<file path="config.mk">
export PLATFORM = sky130hd
export DESIGN_NAME = voice_slot_allocator
export DESIGN_NICKNAME = d
export VERILOG_FILES = /design/src/sv/vsa_pkg.sv /design/src/sv/vsa_ram.sv /design/src/sv/voice_slot_allocator.sv
export SDC_FILE = /design/constraint.sdc
export NUM_CORES = 1
export LEC_CHECK = 0
export ABC_CLOCK_PERIOD_IN_PS = 9750
export BUFFER_PORTS_ARGS = -buffer_cell sky130_fd_sc_hd__buf_2
export CORE_MARGIN = 3
export CORE_UTILIZATION = 25
export DETAILED_ROUTE_END_ITERATION = 10
export RECOVER_POWER = 50
export SYNTH_ARGS = -nofsm -noshare
export SYNTH_HDL_FRONTEND = slang
export SYNTH_SLANG_ARGS = --single-unit
</file>
<file path="constraint.sdc">
create_clock -name clk -period 9.75 [get_ports clk]
set_clock_uncertainty 0.05 [all_clocks]
set_input_delay 0 -clock clk [delete_from_list [all_inputs] [get_ports clk]]
set_output_delay 0 -clock clk [all_outputs]
set_load 0.02 [all_outputs]
</file>
<file path="src/sv/vsa_pkg.sv">
`timescale 1ns / 1ps
// Shared types and constants of the voice slot allocator.
package vsa_pkg;

	localparam int VOICE_COUNT_DEF = 16;
	localparam int CFG_W = 5;

	typedef enum logic [1:0] {
		CMD_ALLOC        = 2'd0,
		CMD_STOP         = 2'd1,
		CMD_QUERY_SAMPLE = 2'd2,
		CMD_QUERY_ANY    = 2'd3
	} cmd_t;

	typedef enum logic [1:0] {
		ST_IDLE,
		ST_SCAN,
		ST_DRAIN,
		ST_FINISH
	} state_t;

	typedef struct packed {
		cmd_t        command;
		logic [6:0]  emitter_id;
		logic [15:0] sample_id;
		logic [7:0]  variant;
		logic [1:0]  reuse_mode;
		logic [30:0] priority_req;
	} req_t;

	typedef struct packed {
		logic [3:0]  slot_index;
		logic        slot_valid;
		logic        evicted;
		logic [6:0]  evicted_emitter;
		logic [15:0] evicted_sample;
		logic [7:0]  evicted_variant;
		logic        query_hit;
		logic [4:0]  stopped_count;
	} rsp_t;

	// One stored voice entry; the active mark lives in flip-flops elsewhere.
	typedef struct packed {
		logic [6:0]  emitter;
		logic [15:0] sample;
		logic [7:0]  variant;
		logic [30:0] prio;
	} entry_t;

endpackage

</file>
<file path="src/sv/vsa_ram.sv">
`timescale 1ns / 1ps
// Generic single-write, single-read RAM with registered read data.
module vsa_ram #(
	parameter int WIDTH = 8,
	parameter int DEPTH = 16,
	localparam int AW = (DEPTH > 1) ? $clog2(DEPTH) : 1
) (
	input  logic             clk,
	input  logic             we,
	input  logic [AW-1:0]    waddr,
	input  logic [WIDTH-1:0] wdata,
	input  logic             re,
	input  logic [AW-1:0]    raddr,
	output logic [WIDTH-1:0] rdata
);

	logic [WIDTH-1:0] mem_q [DEPTH];

	always_ff @(posedge clk) begin
		if (we) begin
			mem_q[waddr] <= wdata;
		end
		if (re) begin
			rdata <= mem_q[raddr];
		end
	end

endmodule

</file>
<file path="src/sv/voice_slot_allocator.sv">
`timescale 1ns / 1ps
// Voice slot allocator top level: command sequencer over the voice table.
//
// A command word is taken when start is high and busy is low. The block then
// reads the voice table from its RAM one entry per cycle over the first n
// entries (n is the scan size written through cfg_wr_data, clamped to
// 1..VOICE_COUNT), evaluates each entry in one shared compare unit, and
// decides and writes back in a final cycle. A command passes the scan state,
// a drain state for the last read word and the decision state. The result
// word is registered from the decision state and appears on rsp with done
// high for exactly one cycle; the receiver cannot stall it. busy stays high
// from the start edge until the result cycle, so a new word can be taken at
// the edge that ends the result cycle. The table is empty after reset.
module voice_slot_allocator #(
	parameter int VOICE_COUNT = vsa_pkg::VOICE_COUNT_DEF
) (
	input  logic                       clk,
	input  logic                       arst_n,
	input  logic                       cfg_wr_en,
	input  logic [vsa_pkg::CFG_W-1:0]  cfg_wr_data,
	input  logic                       start,
	input  vsa_pkg::req_t              req,
	output logic                       busy,
	output logic                       done,
	output vsa_pkg::rsp_t              rsp
);

	import vsa_pkg::*;

	localparam int IW = (VOICE_COUNT > 1) ? $clog2(VOICE_COUNT) : 1;
	localparam int CW = $clog2(VOICE_COUNT + 1);
	localparam int CFGW = (CW > CFG_W) ? CW : CFG_W;

	state_t            state_q, state_d;
	logic [CFGW-1:0]   cfg_q;
	req_t              req_q;
	logic [IW-1:0]     iss_idx_q;
	logic              rd_vld_q;
	logic [IW-1:0]     rd_idx_q;
	logic [VOICE_COUNT-1:0] active_q;
	logic              reuse_found_q, free_found_q;
	logic [IW-1:0]     reuse_idx_q, free_idx_q, low_idx_q;
	entry_t            low_entry_q;
	logic [CW-1:0]     count_q;
	logic              hit_q;
	logic              done_q;
	rsp_t              rsp_q;

	int unsigned       n_scan;
	logic [IW-1:0]     last_idx;
	logic              ram_re, ram_we;
	entry_t            ram_rdata, ram_wdata;
	logic [IW-1:0]     slot;
	logic              grant, steal, reuse_hit;
	logic              ent_act, em_hit, full_hit, lower;
	rsp_t              rsp_d;

	always_comb begin
		n_scan = 32'(cfg_q);
		if (n_scan < 1) begin
			n_scan = 1;
		end
		if (n_scan > VOICE_COUNT) begin
			n_scan = VOICE_COUNT;
		end
		last_idx = IW'(n_scan - 1);
	end

	// Next-state logic.
	always_comb begin
		state_d = state_q;
		unique case (state_q)
			ST_IDLE: begin
				if (start) begin
					state_d = ST_SCAN;
				end
			end
			ST_SCAN: begin
				if (iss_idx_q == last_idx) begin
					state_d = ST_DRAIN;
				end
			end
			ST_DRAIN:  state_d = ST_FINISH;
			ST_FINISH: state_d = ST_IDLE;
			default:   state_d = ST_IDLE;
		endcase
	end

	// Sequencer outputs.
	always_comb begin
		busy   = 1'b1;
		ram_re = 1'b0;
		ram_we = 1'b0;
		unique case (state_q)
			ST_IDLE:   busy = 1'b0;
			ST_SCAN:   ram_re = 1'b1;
			ST_DRAIN:  ;
			ST_FINISH: ram_we = (req_q.command == CMD_ALLOC) && grant;
			default:   busy = 1'b1;
		endcase
	end

	// Shared entry evaluation on the word just read from the table.
	always_comb begin
		ent_act  = active_q[rd_idx_q];
		em_hit   = ent_act && (ram_rdata.emitter == req_q.emitter_id);
		full_hit = em_hit && (ram_rdata.sample == req_q.sample_id)
			&& (ram_rdata.variant == req_q.variant);
		lower    = ram_rdata.prio < low_entry_q.prio;
	end

	// Allocation decision after the pass.
	always_comb begin
		reuse_hit = req_q.reuse_mode[1] && reuse_found_q;
		steal     = 1'b0;
		grant     = 1'b1;
		slot      = low_idx_q;
		priority if (reuse_hit) begin
			slot = reuse_idx_q;
		end else if (free_found_q) begin
			slot = free_idx_q;
		end else if (low_entry_q.prio < req_q.priority_req) begin
			steal = 1'b1;
		end else begin
			grant = 1'b0;
		end
	end

	// Result word of the command, formed in the decision cycle.
	always_comb begin
		rsp_d = '0;
		unique case (req_q.command)
			CMD_ALLOC: begin
				if (grant) begin
					rsp_d.slot_index = 4'(slot);
					rsp_d.slot_valid = 1'b1;
					rsp_d.query_hit  = reuse_hit;
					if (steal) begin
						rsp_d.evicted         = 1'b1;
						rsp_d.evicted_emitter = low_entry_q.emitter;
						rsp_d.evicted_sample  = low_entry_q.sample;
						rsp_d.evicted_variant = low_entry_q.variant;
					end
				end
			end
			CMD_STOP:         rsp_d.stopped_count = 5'(count_q);
			CMD_QUERY_SAMPLE: rsp_d.query_hit = hit_q;
			CMD_QUERY_ANY:    rsp_d.query_hit = hit_q;
			default:          rsp_d = '0;
		endcase
	end

	assign ram_wdata = '{emitter: req_q.emitter_id, sample: req_q.sample_id,
		variant: req_q.variant, prio: req_q.priority_req};

	vsa_ram #(
		.WIDTH($bits(entry_t)),
		.DEPTH(VOICE_COUNT)
	) u_table (
		.clk  (clk),
		.we   (ram_we),
		.waddr(slot),
		.wdata(ram_wdata),
		.re   (ram_re),
		.raddr(iss_idx_q),
		.rdata(ram_rdata)
	);

	always_ff @(posedge clk or negedge arst_n) begin
		if (!arst_n) begin
			state_q       <= ST_IDLE;
			cfg_q         <= CFGW'(VOICE_COUNT);
			iss_idx_q     <= '0;
			rd_vld_q      <= 1'b0;
			active_q      <= '0;
			reuse_found_q <= 1'b0;
			free_found_q  <= 1'b0;
			count_q       <= '0;
			hit_q         <= 1'b0;
			done_q        <= 1'b0;
		end else begin
			state_q  <= state_d;
			rd_vld_q <= (state_q == ST_SCAN);
			done_q   <= (state_q == ST_FINISH);
			if (cfg_wr_en) begin
				cfg_q <= CFGW'(cfg_wr_data);
			end
			if (state_q == ST_IDLE && start) begin
				iss_idx_q     <= '0;
				reuse_found_q <= 1'b0;
				free_found_q  <= 1'b0;
				count_q       <= '0;
				hit_q         <= 1'b0;
			end
			if (state_q == ST_SCAN) begin
				iss_idx_q <= iss_idx_q + IW'(1);
			end
			if (rd_vld_q) begin
				if (full_hit && !reuse_found_q) begin
					reuse_found_q <= 1'b1;
				end
				if (!ent_act && !free_found_q) begin
					free_found_q <= 1'b1;
				end
				if (req_q.command == CMD_STOP && em_hit) begin
					count_q            <= count_q + CW'(1);
					active_q[rd_idx_q] <= 1'b0;
				end
				if ((req_q.command == CMD_QUERY_ANY && em_hit)
					|| (req_q.command == CMD_QUERY_SAMPLE && full_hit)) begin
					hit_q <= 1'b1;
				end
			end
			if (ram_we) begin
				active_q[slot] <= 1'b1;
			end
		end
	end

	// Payload registers of the scan and the result word.
	always_ff @(posedge clk) begin
		if (state_q == ST_IDLE && start) begin
			req_q <= req;
		end
		rd_idx_q <= iss_idx_q;
		if (rd_vld_q) begin
			if (full_hit && !reuse_found_q) begin
				reuse_idx_q <= rd_idx_q;
			end
			if (!ent_act && !free_found_q) begin
				free_idx_q <= rd_idx_q;
			end
			// The first entry seeds the lowest-priority search.
			if (rd_idx_q == '0 || lower) begin
				low_idx_q   <= rd_idx_q;
				low_entry_q <= ram_rdata;
			end
		end
		if (state_q == ST_FINISH) begin
			rsp_q <= rsp_d;
		end
	end

	assign done = done_q;
	assign rsp  = rsp_q;

endmodule

</file>
==> key figures <==
Run status
  • Status: finished with violations
  • Failing checks: capacitance limit, slew limit

Placed design
  • # port buffers: between 100 and 150
  • Routability cong.: 0.776
  • Post-DP Area: approximately 53000 sq um
  • Post-DP HPWL: 62.8 mm

STA
  • Min Hold Slack: ~0.074 ns
  • Max Fclk: 0.188 GHz
  • Worst Tran Pin Value: slightly below 4 ns
  • Setup tns final: 0 ns
  • Slew HR: -164%
  • RSZ-0062 raised after global routing: no
  • Fin crit share: between 50% and 60%
  • Final Slew Violations: roughly 290
  • Fin crit period: between 5 and 6 ns
  • Setup violations, final: 0
  • Final hold viol count: 0

Synthesis
  • Cell type with the largest total area after synthesis: edfxtp_1
  • Synth warn: 0
  • Count leader, synth: edfxtp_1
  • Number of synthesized flops with an enable pin: approximately 1.2k
  • Fraction of registers with async set/reset: 2.90%
  • Ys flop type: edfxtp_1
  • Seq/Total Area, Yosys: 78.0%
  • Cell variety after synth: 52
  • Post-Syn Nets: 2310
  • Syn Area/Cell: 22.6 sq um
  • Commonest cells post-synth: edfxtp_1, mux4_2, inv_1
  • Flops & latches, synth: approximately 1.3k
  • Synth Cell Area: just under 50000 sq um
  • Yosys top cell area share: 75.9%
  • Post-synthesis cell count: roughly 2.2k
  • Synth top area cells: edfxtp_1, mux4_2, dfrtp_1

Worst setup path
  • Worst setup EP type: flip-flop
  • Worst EP arrival: about 5.6 ns
  • Worst Setup EP: u_table.mem_q[3][7]
  • Worst path most repeated cell: buf_4
  • R2R Path Start: ram_wdata[14]
  • Reg2reg end: u_table.mem_q[3][7]
  • CP Max Fanout: 38
  • Worst reg2reg path depth: 10
  • Startpoint Class: flip-flop
  • Slowest-stage cell, CP: nor2_4
  • Worst setup startpoint: ram_wdata[14]
  • CP required: approximately 10 ns
  • Crit Path Category: flip-flop to flip-flop
  • Crit-path cells: inv_1 -> ha_1 -> a21oi_1 -> o21ai_0 -> a221o_1 -> nor3_1 -> a31oi_4 -> buf_4 -> nor2_4 -> buf_4
  • Critical path's largest stage delay: ~0.94 ns
  • Flop2flop setup slack: approximately 4.4 ns

Routing
  • DRC: 0
  • Starting DRT DRC Count: ~1.7k
  • Final wirelength: 116 mm
  • Via count: 22.9k
  • Wire per inst: around 23 microns
  • Antenna Nets Post-Route: 0
  • Pre-antenna DRT Iters: 7
  • DR vias/cell: around 4.4

Clock tree
  • Clock buffer depth: 3
  • CTS resizes: 0
  • Worst-Skew Late Latency: roughly 0.76 ns
  • Clock sink count: 1277
  • CTS tree: built
  • Root Buffer: clkbuf_16
  • H-Tree Depth: 4
  • Clock Pin Slew Worst Setup and Hold Paths: around 0.06 ns
  • TritonCTS Buffers: between 100 and 150

Cells and area
  • Register cell area after layout: between 30000 and 40000 sq um
  • # fillers: 18.6k
  • Share of layout cells above drive strength 1: roughly 23%
  • Fin nets: approximately 2.7k
  • Fin area: between 50000 and 60000 sq um
  • Synth-to-layout area growth: 19.1%
  • Area of the multi-input gates: slightly above 10000 sq um

Die
  • Placeable Area: just under 200000 sq um
  • Core Rows: approximately 160
  • I/O pins: 120
  • Die height: 448 microns
  • Starting Density: 25.3%
  • Die X: 448 microns
  • Die area: approximately 200000 sq um

Pwr
  • Worst IR Drop VDD: between 200 and 300 uV
  • Combinational group share of total power: between 20% and 30%
  • Clock group share of total power: between 30% and 40%
  • Pwr dens: 273 nW/um^2
  • P_int: approximately 11 mW
  • Part of the power in registers: 47.5%
  • Net Sw Power: approximately 4.5 mW
  • Sw frac: between 20% and 30%
  • Static leakage: approximately 18 nW

Global routing
  • GRT Util Overall: 11.6%
  • Largest net degree at the start of global routing: between 100 and 150
  • Vias in the first global route: 23.9k
  • First-pass GRT wire length: 168 mm
  • Initial antenna violation count: 6
  • GRT overflow: 0

Worst hold path
  • Worst hold path type: input port to flip-flop

Job
  • Max-capacitance violation count: 8
[how the worst min path moves through the flow]
stage	from	endpoint	slack, ns	cells after the start
4_1_cts	req[26]	ram_wdata[26]	0.002	2
3_3_place_gp	arst_n	done	0.07	2
2_1_floorplan	arst_n	active_q[0]	-0.35	0
3_5_place_dp	arst_n	done	0.07	2
6_report	req[0]	ram_wdata[0]	0.07	2
5_1_grt	req[0]	ram_wdata[0]	0.01	2
[state kept, by name, summed over array words and instances, names as in the netlist]
register and count:
low_idx_q 4, rsp 43, low_entry_q 62, reuse_idx_q 4
free_idx_q 4, reuse_found_q 1, u_table.mem_q 992, done 1
rd_idx_q 4, iss_idx_q 4, ram_wdata 62, req_q 3
hit_q 1, active_q 16, cfg_q 5, free_found_q 1
rd_vld_q 1, u_table.rdata 62, state_q 2, count_q 5
[cell type report]
class / count / area share [%]
well taps: 2526 / 5.43
inverters: 69 / 0.449
flip-flops and latches: 1277 / 65.5
clock buffers: 173 / 6.19
multi-input cells: 736 / 17.6
diodes: 5 / 0.0215
clock inverters: 58 / 0.887
repair buffers: 305 / 3.90
[critical path: cells and delay by family (launching register included)]
| kind | cells | cell delay (ns) |
|---|---|---|
| simple gates | 2 | 1.79 |
| buf+inv | 3 | 1.26 |
| compound gates | 4 | 0.77 |
| flops | 1 | 0.67 |
| fa+ha+maj | 1 | 0.32 |
[power groups by stage]
| stage | sequential, mW | clock, mW | combinational [mW] |
|---|---|---|---|
| after floorplan | 7.40 | 0 | 2.50 |
| after global placement | 7.64 | 0 | 3.49 |
| after detailed placement | 7.66 | 0 | 3.49 |
| after CTS | 7.56 | 4.99 | 3.55 |
| after global routing | 7.63 | 5.21 | 3.78 |
| final | 7.54 | 4.86 | 3.47 |
[metrics by stage]
step | std cells | worst slack [ns] | util (%) | power [mW]
finish | 5149 | 4.43 | 30.1 | 15.9
global route | 5145 | 4.02 | 30.1 | 16.6
CTS | 5141 | 4.36 | 30.2 | 16.1
detailed placement | 4771 | 4.38 | 27.3 | 11.2
global placement | 4771 | 4.44 | 27.3 | 11.1
floorplan | 2167 | 2.80 | - | 9.89
[cell usage in the layout, fill, tap and decap left out, drive strengths merged, types with 27 or more instances in the layout]
cell type and instances:
inv 76, edfxtp 1236, a21oi 27, nand2 50, clkbuf 250, clkinv 41
dfrtp 36, dlygate4sd3 142, ha 68, buf 86, xnor2 28, nor3b 33
nor2 38, o21ai 37, mux4 315
[timing repair]
action | CTS | global route
buffers inserted | 0 | 0
hold buffers | 139 | 3
hold endpoints to repair | 117 | 3
endpoints found under the setup margin | 0 | 0
[kinds of logic (layout without fill, tap and decap cells)]
| kind of cell | after synthesis | in the layout | synth area share, % |
|---|---|---|---|
| adder cells (fa/ha/maj) | 68 | 68 | 1.74 |
| AO/OA/AOI/OAI | 112 | 112 | 1.45 |
| buffers and inverters | 154 | 605 | 1.29 |
| AND/OR/NAND/NOR | 190 | 190 | 2.04 |
| XOR/XNOR | 38 | 38 | 0.681 |
| flip-flops | 1277 | 1277 | 78.0 |
| other | 0 | 5 | 0 |
| multiplexers | 328 | 328 | 14.8 |
[routing by layer]
layer / wire length, microns / share of wire [%] / global-route usage (%) / up-vias
li1: - / - / - / 9765
met1: 46900 / 40 / 14.1 / 12300
met2: 59500 / 51 / 20.0 / 631
met3: 5870 / 5.0 / 2.61 / 200
met4: 4080 / 3.5 / 4.19 / 2
met5: 12 / 0.010 / 0 / -
No activity file was read; power rests on OpenSTA's default activity.
